<file path="config.mk">
export PLATFORM = sky130hd
export DESIGN_NAME = gwff_ctrl
export DESIGN_NICKNAME = d
export VERILOG_FILES = /design/src/hw/rtl/gwff_pkg.sv /design/src/hw/rtl/gwff_ctrl.sv
export SDC_FILE = /design/constraint.sdc
export NUM_CORES = 1
export LEC_CHECK = 0
export BUFFER_PORTS_ARGS = -buffer_cell sky130_fd_sc_hd__buf_4
export CORE_AREA = 8 8 45 47
export CTS_CLUSTER_DIAMETER = 120
export DETAILED_ROUTE_END_ITERATION = 6
export DIE_AREA = 0 0 53 55
export PLACE_DENSITY_LB_ADDON = 0.12
export SYNTH_ARGS = -nofsm -noshare
export SYNTH_HDL_FRONTEND = slang
export SYNTH_SLANG_ARGS = --single-unit
</file>
<file path="constraint.sdc">
create_clock -name clk_i -period 2.5 [get_ports clk_i]
set_clock_uncertainty 0.2 [all_clocks]
set_input_delay 0.25 -clock clk_i [delete_from_list [all_inputs] [get_ports clk_i]]
set_output_delay 0.25 -clock clk_i [all_outputs]
set_load 0.01 [all_outputs]
</file>
<file path="src/hw/rtl/gwff_pkg.sv">
`timescale 1ns / 1ps

package gwff_pkg;

  // Request function codes
  localparam logic [1:0] FUNC_LOAD = 2'd0;
  localparam logic [1:0] FUNC_RUN  = 2'd1;
  localparam logic [1:0] FUNC_READ = 2'd2;

  // Cell states held in the map
  localparam logic [1:0] ST_UNKNOWN  = 2'd0;
  localparam logic [1:0] ST_FREE     = 2'd1;
  localparam logic [1:0] ST_OCCUPIED = 2'd2;
  localparam logic [1:0] ST_FRONTIER = 2'd3;

  // Configuration register indexes
  localparam logic [1:0] CFG_GRID_SIDE = 2'd0;
  localparam logic [1:0] CFG_SEED_COL  = 2'd1;
  localparam logic [1:0] CFG_SEED_ROW  = 2'd2;

  localparam int CFG_DATA_W = 7;

  // Reset values of the configuration registers
  localparam logic [6:0] GRID_SIDE_RST = 7'd64;
  localparam logic [5:0] SEED_COL_RST  = 6'd32;
  localparam logic [5:0] SEED_ROW_RST  = 6'd32;

  // Datapath operations issued by the controller
  localparam logic [3:0] OP_NONE      = 4'd0;
  localparam logic [3:0] OP_CLR_START = 4'd1;
  localparam logic [3:0] OP_CLR_STEP  = 4'd2;
  localparam logic [3:0] OP_LOAD      = 4'd3;
  localparam logic [3:0] OP_READ      = 4'd4;
  localparam logic [3:0] OP_SEED      = 4'd5;
  localparam logic [3:0] OP_POP       = 4'd6;
  localparam logic [3:0] OP_MARK      = 4'd7;
  localparam logic [3:0] OP_NRD       = 4'd8;
  localparam logic [3:0] OP_NDEC      = 4'd9;
  localparam logic [3:0] OP_CAP_RUN   = 4'd10;
  localparam logic [3:0] OP_CAP_READ  = 4'd11;

  typedef struct packed {
    logic [3:0] op;
  } cmd_t;

  typedef struct packed {
    logic clr_done;
    logic q_empty;
    logic nbr_last;
    logic seed_out;
  } stat_t;

endpackage

</file>
<file path="src/hw/rtl/gwff_ctrl.sv">
`timescale 1ns / 1ps

module gwff_ctrl (
  input  logic           clk_i,
  input  logic           rst_ni,
  input  logic           in_valid_i,
  input  logic [1:0]     in_func_i,
  output logic           in_ready_o,
  output logic           out_valid_o,
  input  logic           out_ready_i,
  input  gwff_pkg::stat_t stat_i,
  output gwff_pkg::cmd_t  cmd_o
);

  localparam logic [3:0] S_CLR     = 4'd0;
  localparam logic [3:0] S_IDLE    = 4'd1;
  localparam logic [3:0] S_SEEDCHK = 4'd2;
  localparam logic [3:0] S_NEXT    = 4'd3;
  localparam logic [3:0] S_MARK    = 4'd4;
  localparam logic [3:0] S_NRD     = 4'd5;
  localparam logic [3:0] S_NDEC    = 4'd6;
  localparam logic [3:0] S_RDCAP   = 4'd7;
  localparam logic [3:0] S_RESP    = 4'd8;

  logic [3:0] state_q, state_d;
  logic       run_pend_q, run_pend_d;

  assign in_ready_o  = (state_q == S_IDLE);
  assign out_valid_o = (state_q == S_RESP);

  // Next state and operation select
  always_comb begin
    state_d    = state_q;
    run_pend_d = run_pend_q;
    cmd_o.op   = gwff_pkg::OP_NONE;
    case (state_q)
      S_CLR: begin
        cmd_o.op = gwff_pkg::OP_CLR_STEP;
        if (stat_i.clr_done) begin
          state_d = run_pend_q ? S_SEEDCHK : S_IDLE;
        end
      end
      S_IDLE: begin
        if (in_valid_i) begin
          case (in_func_i)
            gwff_pkg::FUNC_LOAD: cmd_o.op = gwff_pkg::OP_LOAD;
            gwff_pkg::FUNC_RUN: begin
              cmd_o.op   = gwff_pkg::OP_CLR_START;
              run_pend_d = 1'b1;
              state_d    = S_CLR;
            end
            gwff_pkg::FUNC_READ: begin
              cmd_o.op = gwff_pkg::OP_READ;
              state_d  = S_RDCAP;
            end
            default: cmd_o.op = gwff_pkg::OP_NONE;
          endcase
        end
      end
      S_SEEDCHK: begin
        run_pend_d = 1'b0;
        if (stat_i.seed_out) begin
          cmd_o.op = gwff_pkg::OP_CAP_RUN;
          state_d  = S_RESP;
        end else begin
          cmd_o.op = gwff_pkg::OP_SEED;
          state_d  = S_NEXT;
        end
      end
      S_NEXT: begin
        if (stat_i.q_empty) begin
          cmd_o.op = gwff_pkg::OP_CAP_RUN;
          state_d  = S_RESP;
        end else begin
          cmd_o.op = gwff_pkg::OP_POP;
          state_d  = S_MARK;
        end
      end
      S_MARK: begin
        cmd_o.op = gwff_pkg::OP_MARK;
        state_d  = S_NRD;
      end
      S_NRD: begin
        cmd_o.op = gwff_pkg::OP_NRD;
        state_d  = S_NDEC;
      end
      S_NDEC: begin
        cmd_o.op = gwff_pkg::OP_NDEC;
        state_d  = stat_i.nbr_last ? S_NEXT : S_NRD;
      end
      S_RDCAP: begin
        cmd_o.op = gwff_pkg::OP_CAP_READ;
        state_d  = S_RESP;
      end
      S_RESP: begin
        if (out_ready_i) begin
          state_d = S_IDLE;
        end
      end
      default: state_d = S_IDLE;
    endcase
  end

  always_ff @(posedge clk_i or negedge rst_ni) begin
    if (!rst_ni) begin
      state_q    <= S_CLR;
      run_pend_q <= 1'b0;
    end else begin
      state_q    <= state_d;
      run_pend_q <= run_pend_d;
    end
  end

endmodule

</file>
==> impl_metrics.ini <==
[pwr]
swShare = 0.446
powerDensity_mw_per_mm2 = 1210
p_leak_nw = 0.307
pwr-share-seq = 0.229
power.total_mw = 0.804
p_int_mw = 0.445
combPwrFrac = 0.661
vdd_drop_max_mv = 0.582
pwr-share-clk = 0.109
p_sw_mw = 0.359

[worst_setup_path]
cp_max_fo = 14
cp-end-kind = output port
start_kind = register
critPathKind = register to output port
arrival_ns = 1.91
cp_top_family = simple AND/OR/NAND/NOR gates
required_ns = 2.05
cp_num_buf_inv = 1
critical_path.slowest_cell = or4b_1
cpPeakStageDelay_ns = 0.55
worstPathCellList = nand2b_1 > or4b_1 > a21oi_1 > buf_4

[layout]
finish.utilization = 0.482
regArea_um2 = 125
antennaDiodeCount = 0
n_fill_cell = 148
layout.nets = 97
multi_input_area_um2 = 347
area_delta_synth_final_pct = 31.9
drive_gt1_frac = 0.256
instances_no_fill = 102
fin_area_um2 = 667

[drt]
wirelength_mm = 1.27
wire_per_inst_um = 12.4
vias_per_cell = 5.52
drtIter0Drc = 10
drc_errors = 0
vias = 563
antenna_left = 0
dr.pass1.iters = 4

[sta]
tightest_slew_ns = 0.407
fin_crit_sh = 0.945
worst_hold_slack_ns = 0.0915
hold_violations = 0
tns_ns = 0
fmax_mhz = 423
finalSetupViolCount = 0
layout_min_cycle_time_ns = 2.36
final-max-slew-violation-count = 0
rsz0062_at_grt = false
post-route-worst-setup-slack_ns = 0.137
slew-limit-headroom = 0.728

[yosys]
synth_area_leaders = dfrtp_1 (25%), nand2b_1 (6.2%), nor2_1 (5.9%), nand2_1 (5.2%), a21oi_1 (5.0%)
synth.net_count = 79
synthFlopType = dfrtp_1
syn_area_um2 = 505
ys_ff_latch = 5
syn_area_per_cell_um2 = 7.33
async_flop_share = 1.00
synth_common_cells = nor2_1 (8), nand2_1 (7), a21oi_1 (5), dfrtp_1 (5), nand2b_1 (5)
synth_cell_types = 30
yosysSeqAreaShare = 0.248
synth_top_area_frac = 0.248
synth.most_common_cell = nor2_1
synth_area_leader_cell = dfrtp_1
yosysWarnings = 0
syn_inst = 69
synth_edf_count = 0

[floorplanning]
core_area_mm2 = 0.00138
ios = 16
start_util = 0.365
chipWidth_um = 53
die_h_um = 55
die_area_mm2 = 0.00292
rows = 14

[place]
hpwlAfterDp_um = 987
pre_cts_ws_ns = 0.387
port_buffers = 15
placed_area_um2 = 631
placed_cells = 97
place.gp.congestion = 0.849

[clock_network]
cts.reportedPaths.clkPinSlew_ns = 0.04
clock-sinks = 5
clk_path_buf_depth = 2
clk-insertion-delay-late_ns = 0.23
h-tree-depth = 1
post_cts_resized = 0
numCtsBuffers = 3
root_buffer = clkbuf_4
cts_tree = done

[global_route]
antenna_found_initial = 0
grt_start_max_net_pins = 16
grt_usage = 0.0992
grt_pass1_vias = 547
grt_pass1_wl_mm = 2.29
grt_overflow = 0

[min_path]
hold_path.class = input pin to register

[status]
outcome = finished clean

[job]
drv_cap = 0
cell type report:
cell class	instances	area share
clock buffers	4	0.0394
inverters	3	0.0169
multi-input cells	56	0.520
flip-flops and latches	5	0.188
well taps	16	0.0300
repair buffers	18	0.206
final timing paths:
| check | slack, ns | cells past startpoint | endpoint | start |
|---|---|---|---|---|
| min in group asynchronous | 0.15 | 2 | state_q[1] | rst_ni |
| hold reg to reg | 0.37 | 1 | run_pend_q | run_pend_q |
| setup reg to reg | 0.75 | 4 | state_q[0] | state_q[2] |
| setup / recovery | 0.14 | 4 | cmd_o[0] | state_q[1] |
| hold / removal | 0.09 | 3 | state_q[1] | stat_i[1] |
| max in group asynchronous | 1.84 | 2 | run_pend_q | rst_ni |
state kept, by name, indices dropped and copies added, names as in the netlist:
name and flops:
state_q 4, run_pend_q 1
cells by family (layout without fill, tap and decap cells):
group | count (synthesis) | count (layout) | synth area share
compound gates | 18 | 18 | 0.238
simple gates | 34 | 34 | 0.369
buf+inv | 8 | 25 | 0.0668
flops | 5 | 5 | 0.248
mux | 3 | 3 | 0.0619
xor+xnor | 1 | 1 | 0.0173
metal layers:
metal | part of all wire | routed length [um] | global-route usage
met1 | 0.44 | 560 | 0.123
met2 | 0.51 | 643 | 0.158
met3 | 0.048 | 61 | 0.0160
met4 | 0 | 0 | 0.0603
met5 | 0 | 0 | 0
timing repair:
item / 4_1_cts / 5_1_grt
hold buffers: 1 / 0
endpoints found under the hold margin: 5 / 0
buffers inserted: 0 / 0
layout by cell type, fill, tap and decap left out, types with 2 or more instances in the layout:
master,instances
nand2b_1,5
nor2_1,8
mux2i_1,2
nor4_1,2
nand2_1,7
buf_4,17
inv_1,3
dfrtp_1,5
o21ai_0,3
nor3b_1,3
a21oi_1,5
clkbuf_4,3
nor3_1,2
a31oi_1,3
worst register-to-register path: stages, from the launching register on:
cell and delay [ns]:
dfrtp_1 0.52, or2_1 0.34, nor4_1 0.32, nor2_1 0.09, a31oi_1 0.19
power by group through the flow:
stage               sequential (mW)  combinational [mW]  clock (mW)
finish                        0.184               0.532      0.0880
global route                  0.195               0.597      0.0978
CTS                           0.183               0.539      0.0937
detailed placement            0.184               0.534           0
global placement              0.186               0.538           0
floorplan                     0.151               0.389           0
Note: power is estimated with default switching activity, not from simulation.
